==> src/hdl/smd_pkg.sv <==
package smd_pkg;

  localparam int LIN_MAX_W   = 17;
  localparam int QUEUE_DEPTH = 4;
  localparam int SQ_BITS     = 21;
  localparam int DIV_BITS    = 8;

  localparam logic [1:0] MODE_LINEAR = 2'd0;
  localparam logic [1:0] MODE_COLOR  = 2'd1;
  localparam logic [1:0] MODE_NORMAL = 2'd2;
  localparam logic [1:0] MODE_UNUSED = 2'd3;

  typedef logic [LIN_MAX_W-1:0] lin_tab_t [256];

  // one classified quad as it travels from front to back
  typedef struct packed {
    logic [1:0]                      mode;
    logic [2:0][7:0]                 avg_rgb;
    logic [7:0]                      alpha;
    logic [2:0][LIN_MAX_W-1:0]       lvl;
    logic [2:0][10:0]                axis;
    logic [21:0]                     m2;
    logic                            zero;
  } smd_item_t;

  function automatic longint unsigned pow5_q30(input longint unsigned r);
    longint unsigned p;
    p = r;
    for (int i = 0; i < 4; i++) p = (p * r) >> 30;
    return p;
  endfunction

  // srgb curve at h/510 in q16
  function automatic longint unsigned srgb_q16(input longint unsigned h);
    longint unsigned hh;
    longint unsigned x;
    longint unsigned r;
    longint unsigned c;
    longint unsigned x2;
    longint unsigned r2;
    longint unsigned v;
    hh = (h > 64'd510) ? 64'd510 : h;
    if (hh <= 64'd20) return (hh * 64'd6553600 + 64'd329460) / 64'd658920;
    x = ((64'd1000 * hh + 64'd28050) << 30) / 64'd538050;
    r = 64'd0;
    for (int k = 30; k >= 0; k--) begin
      c = r + (64'd1 << k);
      if (c <= (64'd1 << 30) && pow5_q30(c) <= x) r = c;
    end
    x2 = (x * x) >> 30;
    r2 = (r * r) >> 30;
    v  = (x2 * r2) >> 30;
    return (v + 64'd8192) >> 14;
  endfunction

  function automatic logic [LIN_MAX_W-1:0] to_lin(input longint unsigned q16, input int lfb);
    int sh;
    sh = 16 - lfb;
    if (sh == 0) return q16[LIN_MAX_W-1:0];
    return LIN_MAX_W'((q16 + (64'd1 << (sh - 1))) >> sh);
  endfunction

  // decode table (code c at 2c) or encode thresholds (code k at 2k-1)
  function automatic lin_tab_t build_lin_tab(input int lfb, input bit enc);
    lin_tab_t        t;
    longint unsigned h;
    for (int k = 0; k < 256; k++) begin
      if (enc) h = (k == 0) ? 64'd0 : longint'(2 * k - 1);
      else     h = longint'(2 * k);
      t[k] = to_lin(srgb_q16(h), lfb);
    end
    return t;
  endfunction

endpackage

==> src/hdl/smd_queue.sv <==
module smd_queue (
  input  logic                clk,
  input  logic                rst_n,
  input  logic                push_i,
  input  smd_pkg::smd_item_t  item_i,
  output logic                full_o,
  output logic                pop_o,
  output smd_pkg::smd_item_t  item_o
);
  import smd_pkg::*;

  localparam int PTR_W = $clog2(QUEUE_DEPTH);

  smd_item_t          mem [QUEUE_DEPTH];
  logic [PTR_W-1:0]   wr_ptr_r, wr_ptr_nxt;
  logic [PTR_W-1:0]   rd_ptr_r, rd_ptr_nxt;
  logic [PTR_W:0]     cnt_r, cnt_nxt;

  // the back end never stalls, so any stored entry leaves at once
  assign pop_o  = (cnt_r != '0);
  assign full_o = (cnt_r == (PTR_W+1)'(QUEUE_DEPTH));
  assign item_o = mem[rd_ptr_r];

  assign wr_ptr_nxt = push_i ? wr_ptr_r + PTR_W'(1) : wr_ptr_r;
  assign rd_ptr_nxt = pop_o ? rd_ptr_r + PTR_W'(1) : rd_ptr_r;
  assign cnt_nxt    = cnt_r + (PTR_W+1)'(push_i) - (PTR_W+1)'(pop_o);

  always_ff @(posedge clk) begin
    if (!rst_n) begin
      wr_ptr_r <= '0;
      rd_ptr_r <= '0;
      cnt_r    <= '0;
    end else begin
      wr_ptr_r <= wr_ptr_nxt;
      rd_ptr_r <= rd_ptr_nxt;
      cnt_r    <= cnt_nxt;
    end
  end

  always_ff @(posedge clk) begin
    if (push_i) begin
      mem[wr_ptr_r] <= item_i;
    end
  end

endmodule

==> config.mk <==
export PLATFORM = sky130hd
export DESIGN_NAME = smd_queue
export DESIGN_NICKNAME = d
export VERILOG_FILES = /design/src/hdl/smd_pkg.sv /design/src/hdl/smd_queue.sv
export SDC_FILE = /design/constraint.sdc
export NUM_CORES = 1
export LEC_CHECK = 0
export ABC_AREA = 1
export BUFFER_PORTS_ARGS = -buffer_cell sky130_fd_sc_hd__buf_2
export CORE_MARGIN = 5
export CORE_UTILIZATION = 41
export DETAILED_ROUTE_END_ITERATION = 10
export PLACE_DENSITY = 0.61
export SLEW_MARGIN = 20
export SYNTH_ARGS = -nofsm -noshare
export SYNTH_HDL_FRONTEND = slang
export SYNTH_SLANG_ARGS = --single-unit
==> constraint.sdc <==
create_clock -name clk -period 4.3 [get_ports clk]
set_clock_uncertainty 0.15 [all_clocks]
set_input_delay 0.86 -clock clk [delete_from_list [all_inputs] [get_ports clk]]
set_output_delay 0.86 -clock clk [all_outputs]
set_load 0.005 [all_outputs]
==> results.tsv <==
metric	value	unit
Hold Crit Depth	1	
die width	245	um
Boundary Pins	287	
power density of the placed cells	595	mW/mm^2
largest family of logic cells by synthesized area	compound AO/OA/AOI/OAI gates	
WL/cell	16.7	um
#FFs+latches synth	573	
cell accounting for the most synthesized area	edfxtp_1	
dpl cells	2632	
Critical Path AT	2470	ps
drt first pass iters	4	
CP endpoint kind	primary output	
DRC	0	
Total GRT Usage	14.8	%
Worst slew margin	43.2	%
busiest grt layer	met2	
vias	13168	
CP top delay family	flip-flops	
worst slew pin tran	851	ps
post-synthesis adder-cell area fraction	0.420	%
CTS tree	built	
first-pass GRT wire length	70800	um
sequential fraction of the synthesis area	75.5	%
crit path cell chain	buf_12 -> a21oi_1 -> o21ai_1 -> nand2_1 -> buf_2	
clk buf depth	3	
top cells by area, synth	edfxtp_1 (75%), inv_1 (5.0%), nand2_1 (4.9%)	
CP max FO	99	
yosys warns	0	
Post-CTS Hold Fix Bufs	0	
final clock period utilization by the worst path	81.0	%
number of routed nets with antenna violations	0	
Worst-path clk slew	60	ps
# rows	86	
CP Depth	5	
# resized after CTS	0	
Mapped Area	0.0227	mm^2
global route overflow	0	
Post-Route WL	46000	um
simple-gate share of the synthesized area	5.04	%
post-synthesis mux area share	0	%
Clock Latency Late Sink	610	ps
Pleak	10.3	nW
final setup violation count	0	
met3 usage	4.91	%
overall power	15.8	mW
status	finished clean	
Port Buffers	286	
R2R cell count	5	
met1 Usage GRT	18.2	%
RSZ-0062 raised after global routing	false	
vias per cell	4.79	
initial DRC count	769	
Hold/Removal Path Class	in -> reg	
Max-Cap Viols	0	
vias in the first global route	13030	
syn avg cell area	13.3	um^2
layout cells sized above 1	19.9	%
Final TNS setup	0	ps
area share of the largest cell type after synthesis	74.7	%
CTS Buf Count	59	
nets	2140	
max-slew violation count	0	
WP buf/inv	2	
Post-Syn Instances	1707	
final worst-path setup slack	819	ps
highest-delay cell along the critical path	dfxtp_4	
CP Launch Type	flop	
DP HPWL	27800	um
dpl ws	1430	ps
routability cong.	0.744	
final non-filler cell total	2747	
initial antenna violation count	18	
Layout Utilization	48.5	%
EDFF count, synth	564	
Worst VDD drop	0.000438	V
Synth Area in Compound Gates	11.1	%
H-tree Lvls	2	
post-synth net total	1858	
Sink Count	573	
Die Span Y	245	um
Initial Utilization	41.3	%
full die area	0.0601	mm^2
minimum clock period	3480	ps
critical setup path kind	reg -> out	
CTS root buffer	clkbuf_16	
Area growth, synth to finish	17.5	%
Synth Flop Type	edfxtp_1	
Max Clk Rate	287	MHz
Netlist cell types	16	
Final Hold Vio Count	0	
Req. time, crit path	3290	ps
FILL cells	4764	
Synth Area in XOR/XNOR	0	%
Post-synth ARST share	0	%
pin count of the biggest net entering global routing	117	
core area	0.0549	mm^2
post-CTS setup buffers	0	
Crit path largest cell delay	890	ps
M2 GR Usage	24.8	%
==> logic make-up after synthesis <==
| family | Yosys count |
|---|---|
| flip-flops | 573 |
| AO/OA/AOI/OAI | 431 |
| buffers and inverters | 393 |
| AND/OR/NAND/NOR | 303 |
| adder cells (fa/ha/maj) | 7 |
==> through the flow <==
| stage | area [um^2] | hold slack (ps) |
|---|---|---|
| 2_1_floorplan | 22700 | 334 |
| 3_3_place_gp | 24700 | 349 |
| 3_5_place_dp | 24700 | 363 |
| 4_1_cts | 26600 | 265 |
| 5_1_grt | 26600 | 285 |
| 6_report | 26600 | 314 |
==> state kept, by name, summed over array words and instances (netlist names), named ones only <==
signal and flops:
rd_ptr_r 2, cnt_r 3, mem 564, wr_ptr_r 2
==> cell type report <==
class                           instances  area, um^2  area share [%]
Antenna cell                            9        22.5          0.0846
Multi-Input combinational cell        741        3750            14.1
Clock inverter                         33         390            1.47
Inverter                              299        1140            4.29
Sequential cell                       573       17100            64.3
Tap cell                              704         881            3.31
Clock buffer                           73        1530            5.74
Timing Repair Buffer                  315        1790            6.71
==> worst paths after layout <==
kind	startpoint	to	slack, ps
setup reg to reg	wr_ptr_r[0]$_SDFFE_PN0P_	mem[0][75]$_DFFE_PP_	2080
setup / recovery	flop	item_o[61]	820
hold / removal	item_i[9]	mem[3][9]$_DFFE_PP_	310
hold reg to reg	rd_ptr_r[1]$_SDFFE_PN0N_	flop	370
==> worst reg2reg max path, stage by stage (launching register included) <==
cell	delay [ps]
dfxtp_1	330
inv_1	120
ha_1	160
nand2_1	100
inv_6	580
buf_4	450
==> synthesized netlist by cell type (9+ instances only) <==
master / n
edfxtp_1: 564
o211ai_1: 141
inv_1: 299
clkbuf_2: 9
o21ai_1: 137
buf_6: 29
nand2_1: 297
buf_2: 47
a21oi_1: 147
dfxtp_1: 9
buf_4: 9
==> cells in the final DEF (no fill, tap or decap) <==
master / Yosys / layout
nand3_1: 3 / 3
clkinv_2: 0 / 6
edfxtp_1: 564 / 564
buf_2: 47 / 286
clkinvlp_4: 0 / 5
buf_12: 0 / 11
o211ai_1: 141 / 141
o21ai_0: 6 / 6
o21ai_1: 137 / 137
clkbuf_16: 0 / 59
dfxtp_4: 0 / 2
diode_2: 0 / 9
ha_1: 6 / 6
nand2_1: 297 / 297
inv_6: 0 / 10
a21oi_1: 147 / 147
fa_1: 1 / 1
bufinv_16: 0 / 8
clkinv_1: 0 / 8
nor2_1: 3 / 3
buf_4: 9 / 18
clkbuf_1: 0 / 14
inv_1: 299 / 295
dfxtp_1: 9 / 7
==> routing by layer <==
metal  share of wire (%)  vias up
met3                 8.0       95
met1                  41     6213
met5                0.25        -
met2                  48      302
met4                 2.6       20
li1                    -     6538
==> power breakdown <==
part / switching (mW) / internal (mW)
logic: 2.57 / 1.61
clock network: 2.04 / 3.00
registers: 0.197 / 6.42
Power figures use the tool's default switching activity.
